===== src/bsn_dly.sv =====
// ----------------------------------------------------------------------------
// bsn_dly
// Enabled shift line that keeps side values aligned with the arithmetic.
// ----------------------------------------------------------------------------
module bsn_dly #(
   parameter int W = 64,
   parameter int N = 1
) (
   input  logic         clock,
   input  logic         en,
   input  logic [W-1:0] din,
   output logic [W-1:0] dout
);

   logic [W-1:0] line_ff [N];

   // shift when the pipeline advances
   always_ff @(posedge clock) begin
      if (en) begin
         line_ff[0] <= din;
         for (int i = 1; i < N; i++) begin
            line_ff[i] <= line_ff[i-1];
         end
      end
   end

   assign dout = line_ff[N-1];

endmodule


===== config.mk =====
export PLATFORM = sky130hd
export DESIGN_NAME = bsn_dly
export DESIGN_NICKNAME = d
export VERILOG_FILES = /design/src/bsn_dly.sv
export SDC_FILE = /design/constraint.sdc
export NUM_CORES = 1
export LEC_CHECK = 0
export BUFFER_PORTS_ARGS = -buffer_cell sky130_fd_sc_hd__buf_4
export CAP_MARGIN = 40
export CORE_MARGIN = 1
export CORE_UTILIZATION = 40
export DETAILED_ROUTE_END_ITERATION = 16
export GPL_ROUTABILITY_DRIVEN = 0
export GPL_TIMING_DRIVEN = 0
export MAX_ROUTING_LAYER = met4
export PLACE_DENSITY = 0.77
export SLEW_MARGIN = 20
export SYNTH_ARGS = -nofsm -noshare
export SYNTH_HDL_FRONTEND = slang
export SYNTH_SLANG_ARGS = --single-unit

===== constraint.sdc =====
create_clock -name clock -period 0.8 [get_ports clock]
set_input_delay 0.08 -clock clock [delete_from_list [all_inputs] [get_ports clock]]
set_output_delay 0.08 -clock clock [all_outputs]
set_load 0.05 [all_outputs]

# Word level (Yosys, flattened, before mapping)
# Memory sizes are Yosys's and may differ from the RTL's.
# Index checks and enable logic that the tools add are counted.
word_totals:
  reg_bits: 0
  ram_bits: 64
  input_bits: 66
  out_inout_bits: 64
  word_cells: 3
  memories: 1
memory_table:
  columns: ["memory", "depth", "word_bits", "read_ports", "rd_ports_with_merged_regs", "write_ports", "line", "text"]
  rows:
  - ["line_ff", 1, 64, 1, 0, 1, "15", "logic [W-1:0] line_ff [N];"]
classes:
  muxes: 2
ops:
  columns: ["operator", "n"]
  rows:
  - ["two-way mux 1 bit", 2]

# Depth between registers and ports, before layout
# Gate-level depths: netlist of the first run.
depth:
  word_depth: 2
  ltp_mapped: 0
  depth_no_buf: 0

# Least setup slack after synthesis of the first run
# Ideal clock, no wire load.
synth_path:
  path_type: "reg2out"
  from: "memory line_ff[0][0]"
  to: "output dout[0]"
  arrival_time_ps: 601
  required_ps: 720
  setup_slack_ps: 119
  path_stages_with_launch: 1
  cell_sequence: "edfxtp_1"
synth_via:
  elab_chain_cells: 1
synth_lines:
  columns: ["element", "line", "text"]
  rows:
  - ["start: declaration", "15", null]
  - ["memory read (1 x 64 bit)", null, null]
  - ["end: declaration", "12", "output logic [W-1:0] dout"]
# Every way passes these cells.

# Worst setup path in the final report of the first run
layout_path:
  from: "memory line_ff[0][50]"
  to: "output dout[50]"
# The elaborated chain is that of the path after synthesis.

==> results.md, run 1 <==
* Worst setup path class: flip-flop to output pin
* H-tree depth at 3
* Min-Delay Path Class: input port to flip-flop
* Chip Width at 71.3 microns
* Multi-input comb cells at 0
* Most numerous cell in the Yosys netlist: edfxtp_1
* Layout cells sized above 1 at 0.513
* DRT Pass-1 Iters at 10
* Clock network fraction of design power at 0.259
* Largest regs: line_ff x64
* VDD IR max at 0.00151 V
* Hold_sp: en
* Net Sw Frac at 0.291
* Clock sink total at 64
* Largest net degree at the start of global routing at 65
* Register with the most flip-flops: line_ff
* Yosys warning total at 0
* Setup TNS Final at -10.07 ns
* Vias in the first global route at 1647
* Die height at 71.3 microns
* Sequential area share after synthesis at 1.00
* Via density at 4.59
* Finish-stage setup viols at 64
* Hold Path Depth at 1
* Site Rows at 24
* CTS Root Cell: clkbuf_8
* Critical Path Source Type: flip-flop
* CP Buf/Inv Count at 1
* Cells after DPL at 245
* Synth area leaders: edfxtp_1
* P_sw at 2.44 mW
* CP top delay family: flip-flops
* Max reg flops at 64
* Slowest CP cell: edfxtp_1
* CP endpoint kind: output pin
* P_int at 5.95 mW
* RSZ-0062 raised after global routing: true
* Post-route ant nets at 0
* Post-Syn Instances at 64
* Clock buffer count from CTS at 9
* Final instance area at 3980 sq um
* Max Clock Freq at 1000 MHz
* # diodes at 0
* Starting Density at 0.430
* Initial antenna violation count at 0
* Yosys top cell by area: edfxtp_1
* Final Util at 0.890
* Yosys reg bits at 64
* Synthesized net count at 130
* First-pass GRT wire length at 9090 microns
* Synth Cell Area at 1920 sq um
* Total number of vias at 1483
* Tmin final at 0.998 ns
* CTS clk-pin slew, worst paths at 0.07 ns
* # port buffers at 129
* CTS Buffer Depth at 2
* Core Region at 4470 sq um
* # Max-Cap Violations at 0
* Least-Margin Pin Slew at 0.795 ns
* Synth cell count leaders: edfxtp_1
* CP peak stage delay at 0.42 ns
* Area grow syn2layout at 107%
* Grt ovf at 0
* Post-CTS Setup Inserts at 0
* CP required at 0.72 ns
* Worst path cell trace: buf_6
* Leakage at 1.67 nW
* Sequential power share at 0.493
* Final hold vios at 0
* Comb pwr share at 0.248
* Total GRT Usage at 0.269
* Multi-input logic area at 0 sq um
* Dpl cell area at 2960 sq um
* Failing checks: DRC, setup timing
* Synth cell types at 1
* Crit path DAT at 0.92 ns
* Normalized max-slew margin at 0.470
* Synth async-reset ratio at 0
* IO Pins at 130
* DR DRC count at 12
* Crit-path max FO at 1
* Setup ws final at -0.198 ns
* CTS tree: yes
* Final period util at 1.25
* Status: finished with violations
* Drt wl/cell at 19.0 microns
* Hold Path End: line_ff[0][23]
* Fin nets at 334
* Drt total wl at 6150 microns
* Final Max Slew Viols at 0
* Number of synthesized flops with an enable pin at 64
* Pwr per Cell Area at 2110 nW/um^2
* Syn avg cell area at 30.0 sq um
* Top_reg_cell synth: edfxtp_1
* Full die area at 5090 sq um
* Worst hold slack at 0.377 ns
* Synth top area share at 1.00
* DR iter-0 viols at 105
* Layout Cells excl Fill at 323
## cells by family after synthesis
group and synth area share:
DFF 1.00
## timing repair
| action | 4_1_cts | 5_1_grt |
|---|---|---|
| endpoints found under the hold margin | 64 | 0 |
| gates resized for setup | 64 | 0 |
| hold buffers | 64 | 0 |
| endpoints found under the setup margin | 64 | 64 |
## how the worst max path moves through the flow
stage / startpoint / end / slack [ns] / depth (start not counted)
floorplan: line_ff[0][0] / dout[0] / 0.12 / 0
global placement: en / line_ff[0][27] / -0.24 / 1
detailed placement: en / line_ff[0][2] / -0.30 / 1
CTS: line_ff[0][25] / dout[25] / -0.19 / 1
global route: line_ff[0][50] / dout[50] / -0.23 / 1
finish: line_ff[0][50] / dout[50] / -0.20 / 1
## layout by cell type, fill, tap and decap left out, drive strengths merged
cell         instances
buf                129
clkinv               2
dlygate4sd3         64
clkbuf              12
edfxtp              64
## stage by stage
stage	setup WS (ns)	power, mW
detailed placement	-0.296	5.77
global route	-0.230	8.64
finish	-0.198	8.39
floorplan	0.119	5.06
CTS	-0.192	8.35
global placement	-0.244	5.74
## routing by layer
metal,vias to the layer above,global-route usage,share of wire
met5,-,-,0
met4,0,0.122,0.016
met3,10,0.0731,0.092
met2,104,0.467,0.53
met1,704,0.288,0.36
li1,665,-,-
## power by group through the flow
stage	registers (mW)	clock network (mW)	logic (mW)
6_report	4.14	2.18	2.08
5_1_grt	4.16	2.35	2.13
4_1_cts	4.12	2.19	2.04
3_5_place_dp	4.13	0	1.63
3_3_place_gp	4.12	0	1.61
2_1_floorplan	5.06	0	0
## final cells by class
cell class / count / area (sq um)
clock buffers: 12 / 135
clock inverters: 2 / 8.76
fillers: 168 / 494
well taps: 52 / 65.1
repair buffers: 193 / 1850
flip-flops and latches: 64 / 1920
Power figures use the tool's default switching activity.
==> inputs of run 2 (changes only) <==
CORE_ASPECT_RATIO = 1.5   (was not set)
==> run 2 against run 1 <==
The flow finishes with violations (setup timing); combinational power about the same; power increased by 4.0%; non-clock buffer count unchanged; clock power increased by 15%; critical path depth unchanged; critical endpoint is now dout[22]; largest power group unchanged; highest routed layer unchanged.
==> results.md, run 2 (synthesis gave the netlist of run 1 again) <==
* Min-Delay Path Class: input port to flip-flop
* CTS Root Cell: clkbuf_8
* Crit path DAT at 0.94 ns (+0.02 ns)
* Leakage at 1.68 nW (+0.99%)
* Layout cells sized above 1 at 0.513 (about the same)
* Core Region at 4580 sq um (+2.3%)
* Worst setup path class: flip-flop to output pin
* Least-Margin Pin Slew at 0.794 ns (-0.00125 ns)
* Worst hold slack at 0.377 ns (+0.000210 ns)
* Initial antenna violation count at 1 (+1)
* CP required at 0.72 ns (about the same)
* Slowest CP cell: edfxtp_1
* Starting Density at 0.420 (-0.00986)
* DR iter-0 viols at 40 (-62%)
* Final Max Slew Viols at 0 (unchanged)
* RSZ-0062 raised after global routing: true
* Final hold vios at 0 (unchanged)
* DRT Pass-1 Iters at 4 (-6)
* Multi-input comb cells at 0 (unchanged)
* CTS Buffer Depth at 2 (unchanged)
* Hold_sp: en
* CP Launch Point: line_ff[0][22]
* Via density at 4.41 (-4.0%)
* Post-CTS Setup Inserts at 0 (unchanged)
* H-tree depth at 3 (unchanged)
* Hold Path End: line_ff[0][60]
* Total GRT Usage at 0.260 (-0.00915)
* Post-route ant nets at 0 (unchanged)
* Clock sink total at 64 (unchanged)
* Total Power at 8.72 mW (+4.0%)
* Die height at 86.9 microns (+22%)
* Multi-input logic area at 0 sq um (unchanged)
* Finish-stage setup viols at 64 (unchanged)
* Most frequent cells in the layout: buf_4, dlygate4sd3_1, edfxtp_1, buf_6, clkbuf_8
* Worst path depth at 1 (unchanged)
* CTS clk-pin slew, worst paths at 0.06 ns (about the same)
* VDD IR max at 0.00153 V (+1.3%)
* Critical Path Source Type: flip-flop
* Total number of vias at 1490 (+0.47%)
* # port buffers at 129 (unchanged)
* IO Pins at 130 (unchanged)
* Largest net degree at the start of global routing at 65 (unchanged)
* First-pass GRT wire length at 8450 microns (-7.1%)
* Pwr per Cell Area at 2160 nW/um^2 (+2.7%)
* Status: finished with violations
* Largest regs: line_ff x64
* CP peak stage delay at 0.43 ns (about the same)
* Setup ws final at -0.219 ns (-0.0208 ns)
* Area grow syn2layout at 110%
* Drt total wl at 6070 microns (-1.2%)
* DR DRC count at 0 (-12)
* Worst path cell trace: buf_6
* Tmin final at 1.02 ns (+0.0208 ns)
* Clock buffer count from CTS at 9 (unchanged)
* Hold Path Depth at 1 (unchanged)
* DP Worst Slack at -0.292 ns (+0.00317 ns)
* Drt wl/cell at 18.0 microns (-5.6%)
* Final period util at 1.27 (+0.0259)
* Normalized max-slew margin at 0.471 (+0.000835)
* CP top delay family: flip-flops
* # Max-Cap Violations at 0 (unchanged)
* Chip Width at 58.6 microns (-18%)
* CP Buf/Inv Count at 1 (unchanged)
* CTS tree: yes
* Vias in the first global route at 1666 (+1.2%)
* Full die area at 5090 sq um (+0.11%)
* Max Clock Freq at 982 MHz (-2.0%)
* Fin nets at 334 (unchanged)
* Failing checks: setup timing
* Crit-path max FO at 1 (unchanged)
* Most common cell after layout, fill and taps aside: buf_4
* Max reg flops at 64 (unchanged)
* CP endpoint kind: output pin
* Register with the most flip-flops: line_ff
* Setup TNS Final at -10.87 ns (-0.801 ns)
* Grt ovf at 0 (unchanged)
* Site Rows at 30 (+25%)
run 2: what timing repair did:
action                     CTS  global route
setup endpoints to repair   64            64
hold endpoints to repair    64             0
hold buffers                64             0
gates resized for setup     64             0
pin swaps                    0             0
run 2: worst max path at each step:
stage	endpoint	slack [ns]
2_1_floorplan	dout[0]	0.12
3_3_place_gp	line_ff[0][13]	-0.24
3_5_place_dp	line_ff[0][13]	-0.29
4_1_cts	dout[52]	-0.20
5_1_grt	dout[61]	-0.26
6_report	dout[22]	-0.22
run 2: stage by stage:
step	instance area [sq um]	std cells	util
global route	4030	338	0.880
floorplan	1920	64	-
finish	4030	338	0.880
global placement	2970	257	0.649
CTS	4030	337	0.880
detailed placement	2970	257	0.649
run 2: cell type report:
cell class / count / area, sq um
Clock inverter: 6 / 50.0
Antenna cell: 1 / 2.50
Timing Repair Buffer: 193 / 1850
Clock buffer: 10 / 128
Sequential cell: 64 / 1920
Tap cell: 64 / 80.1
Fill cell: 190 / 548
run 2: where the power goes:
group | switching [mW] | internal (mW) | total, mW | leakage [nW]
registers | 0.137 | 4.00 | 4.14 | 0.626
logic | 1.20 | 0.872 | 2.08 | 0.967
clock network | 1.12 | 1.39 | 2.51 | 0.0902
run 2: per-layer routing:
metal / track usage / part of all wire
met5: - / 0
met4: 0.169 / 0.052
met3: 0.0788 / 0.061
met2: 0.479 / 0.60
met1: 0.213 / 0.29
==> inputs of run 3 (changes only) <==
SKIP_CTS_REPAIR_TIMING = 1   (was not set)
clock period = 1.3 ns   (was 0.8 ns; I/O delays follow)
==> run 3 against run 2 <==
The flow now finishes without violations; wire length is 7.3% lower; flip-flop and latch count stayed put; via count is 1.3% lower; clock-buffer cell count stayed put; worst setup slack better by 0.44 ns; first-iteration DRC count is 18% lower; clock power is 38% lower; die area stayed put; worst hold slack better by 0.054 ns; sequential share of layout area is 3.1 points higher; cell count is 0.30% lower.
==> results.md, run 3 (synthesis gave the netlist of run 1 again) <==
* Most frequent cells in the layout: buf_4, dlygate4sd3_1, edfxtp_1
* Core Region at 4580 sq um (unchanged)
* VDD IR max at 0.00115 V (-25%)
* Total GRT Usage at 0.169 (-0.0913)
* Total number of vias at 1471 (-1.3%)
* CP peak stage delay at 0.41 ns (-0.02 ns)
* Final instance area at 3790 sq um (-6.0%)
* Pwr per Cell Area at 1380 nW/um^2 (-36%)
* Routing usage on met3 at 0.0609 (-0.0178)
* Site Rows at 30 (unchanged)
* DR iter-0 viols at 33 (-18%)
* RSZ-0062 raised after global routing: false
* P_int at 3.75 mW (-40%)
* CTS tree: yes
* Normalized max-slew margin at 0.469 (-0.00206)
* # Max-Cap Violations at 0 (unchanged)
* Via density at 4.36 (-0.98%)
* DP Worst Slack at 0.158 ns (+0.450 ns)
* DRT Pass-1 Iters at 4 (unchanged)
* Layout Cells excl Fill at 337 (-0.30%)
* Net Sw Frac at 0.283 (+0.00118)
* CP Buf/Inv Count at 1 (unchanged)
* P_sw at 1.48 mW (-40%)
* CTS Root Cell: clkbuf_8
* Comb pwr share at 0.224 (-0.014)
* Final period util at 0.831
* First-pass GRT wire length at 5640 microns (-33%)
* Initial antenna violation count at 0 (-1)
* CP top delay family: flip-flops
* Status: finished, final reports clean
* Largest regs: line_ff x64
* # fillers at 243 (+28%)
* CTS Buffer Depth at 2 (unchanged)
* Clock buffer count from CTS at 9 (unchanged)
* Sequential power share at 0.479 (+0.005)
* Vias in the first global route at 1222 (-27%)
* H-tree depth at 3 (unchanged)
* Setup ws final at 0.220 ns (+0.439 ns)
* # diodes at 0 (-1)
* DR DRC count at 0 (unchanged)
* # port buffers at 129 (unchanged)
* Setup TNS Final at 0 ns (+10.87 ns)
* Crit-path max FO at 1 (unchanged)
* Largest net degree at the start of global routing at 65 (unchanged)
* Area grow syn2layout at 97.1%
* Grt ovf at 0 (unchanged)
* Full die area at 5090 sq um (unchanged)
* Layout cells sized above 1 at 0.513 (unchanged)
* Fin nets at 334 (unchanged)
* CTS clk-pin slew, worst paths at 0.07 ns (about the same)
* Drt wl/cell at 16.7 microns (-7.0%)
* Worst setup path class: flip-flop to output pin
* Drt total wl at 5630 microns (-7.3%)
* Multi-input comb cells at 0 (unchanged)
* CP required at 1.17 ns (+0.45 ns)
* Critical Path Source Type: flip-flop
* Hold Path Depth at 1 (unchanged)
* Chip Width at 58.6 microns (unchanged)
* Dpl cell area at 2970 sq um (unchanged)
* Min-Delay Path Class: input port to flip-flop
* Cells after DPL at 257 (unchanged)
* Post-route ant nets at 0 (unchanged)
* Worst path cell trace: buf_4
* Clock network fraction of design power at 0.297 (+0.009)
* Register with the most flip-flops: line_ff
* Least-Margin Pin Slew at 0.797 ns (+0.00310 ns)
* Die height at 86.9 microns (unchanged)
* Met2 Usage GRT at 0.295 (-0.184)
* IO Pins at 130 (unchanged)
* Met1 GRT Util at 0.141 (-0.0719)
* Clock sink total at 64 (unchanged)
* Final Max Slew Viols at 0 (unchanged)
* Leakage at 1.60 nW (-4.7%)
* Max Clock Freq at 926 MHz
* Max reg flops at 64 (unchanged)
* GR peak layer: met2
* Crit path DAT at 0.95 ns (about the same)
* Tmin final at 1.08 ns
* Finish-stage setup viols at 0 (-100%)
* Multi-input logic area at 0 sq um (unchanged)
* CP endpoint kind: output pin
* Final Util at 0.827 (-0.0530)
* Most common cell after layout, fill and taps aside: buf_4
* Starting Density at 0.420 (unchanged)
* Worst path depth at 1 (unchanged)
* Final hold vios at 0 (unchanged)
* Slowest CP cell: edfxtp_1
## run 3: cell types whose count changed in the layout (fill, tap and decap cells not counted), sizes merged
cell,previous run,this run
diode,1,0
## run 3: per-stage QoR
step / total power, mW / hold WS, ns
6_report: 5.24 / 0.431
5_1_grt: 5.39 / 0.435
4_1_cts: 5.07 / -0.0432
3_5_place_dp: 3.55 / 0.309
3_3_place_gp: 3.53 / 0.309
2_1_floorplan: 3.11 / 0.229
## run 3: final cells by class
class	instances	area, sq um	share of cell area
well taps	64	80.1	0.0211
repair buffers	193	1610	0.425
clock buffers	10	128	0.0337
flip-flops and latches	64	1920	0.507
clock inverters	6	50.0	0.0132
## run 3: power groups by stage
stage,registers (mW),logic (mW),clock network (mW)
after floorplan,3.11,0,0
after global placement,2.54,0.990,0
after detailed placement,2.54,1.01,0
after CTS,2.50,1.01,1.57
after global routing,2.52,1.21,1.66
final,2.51,1.17,1.56
## run 3: final timing paths
kind,from,end,slack (ns)
min,en,line_ff[0][18],0.43
max,line_ff[0][22],dout[22],0.22
## run 3: metal layers
metal  wire, microns  up-vias
li1                -      671
met5               0        -
met2            3420       81
met3             317       15
met1            1730      704
met4             167        0
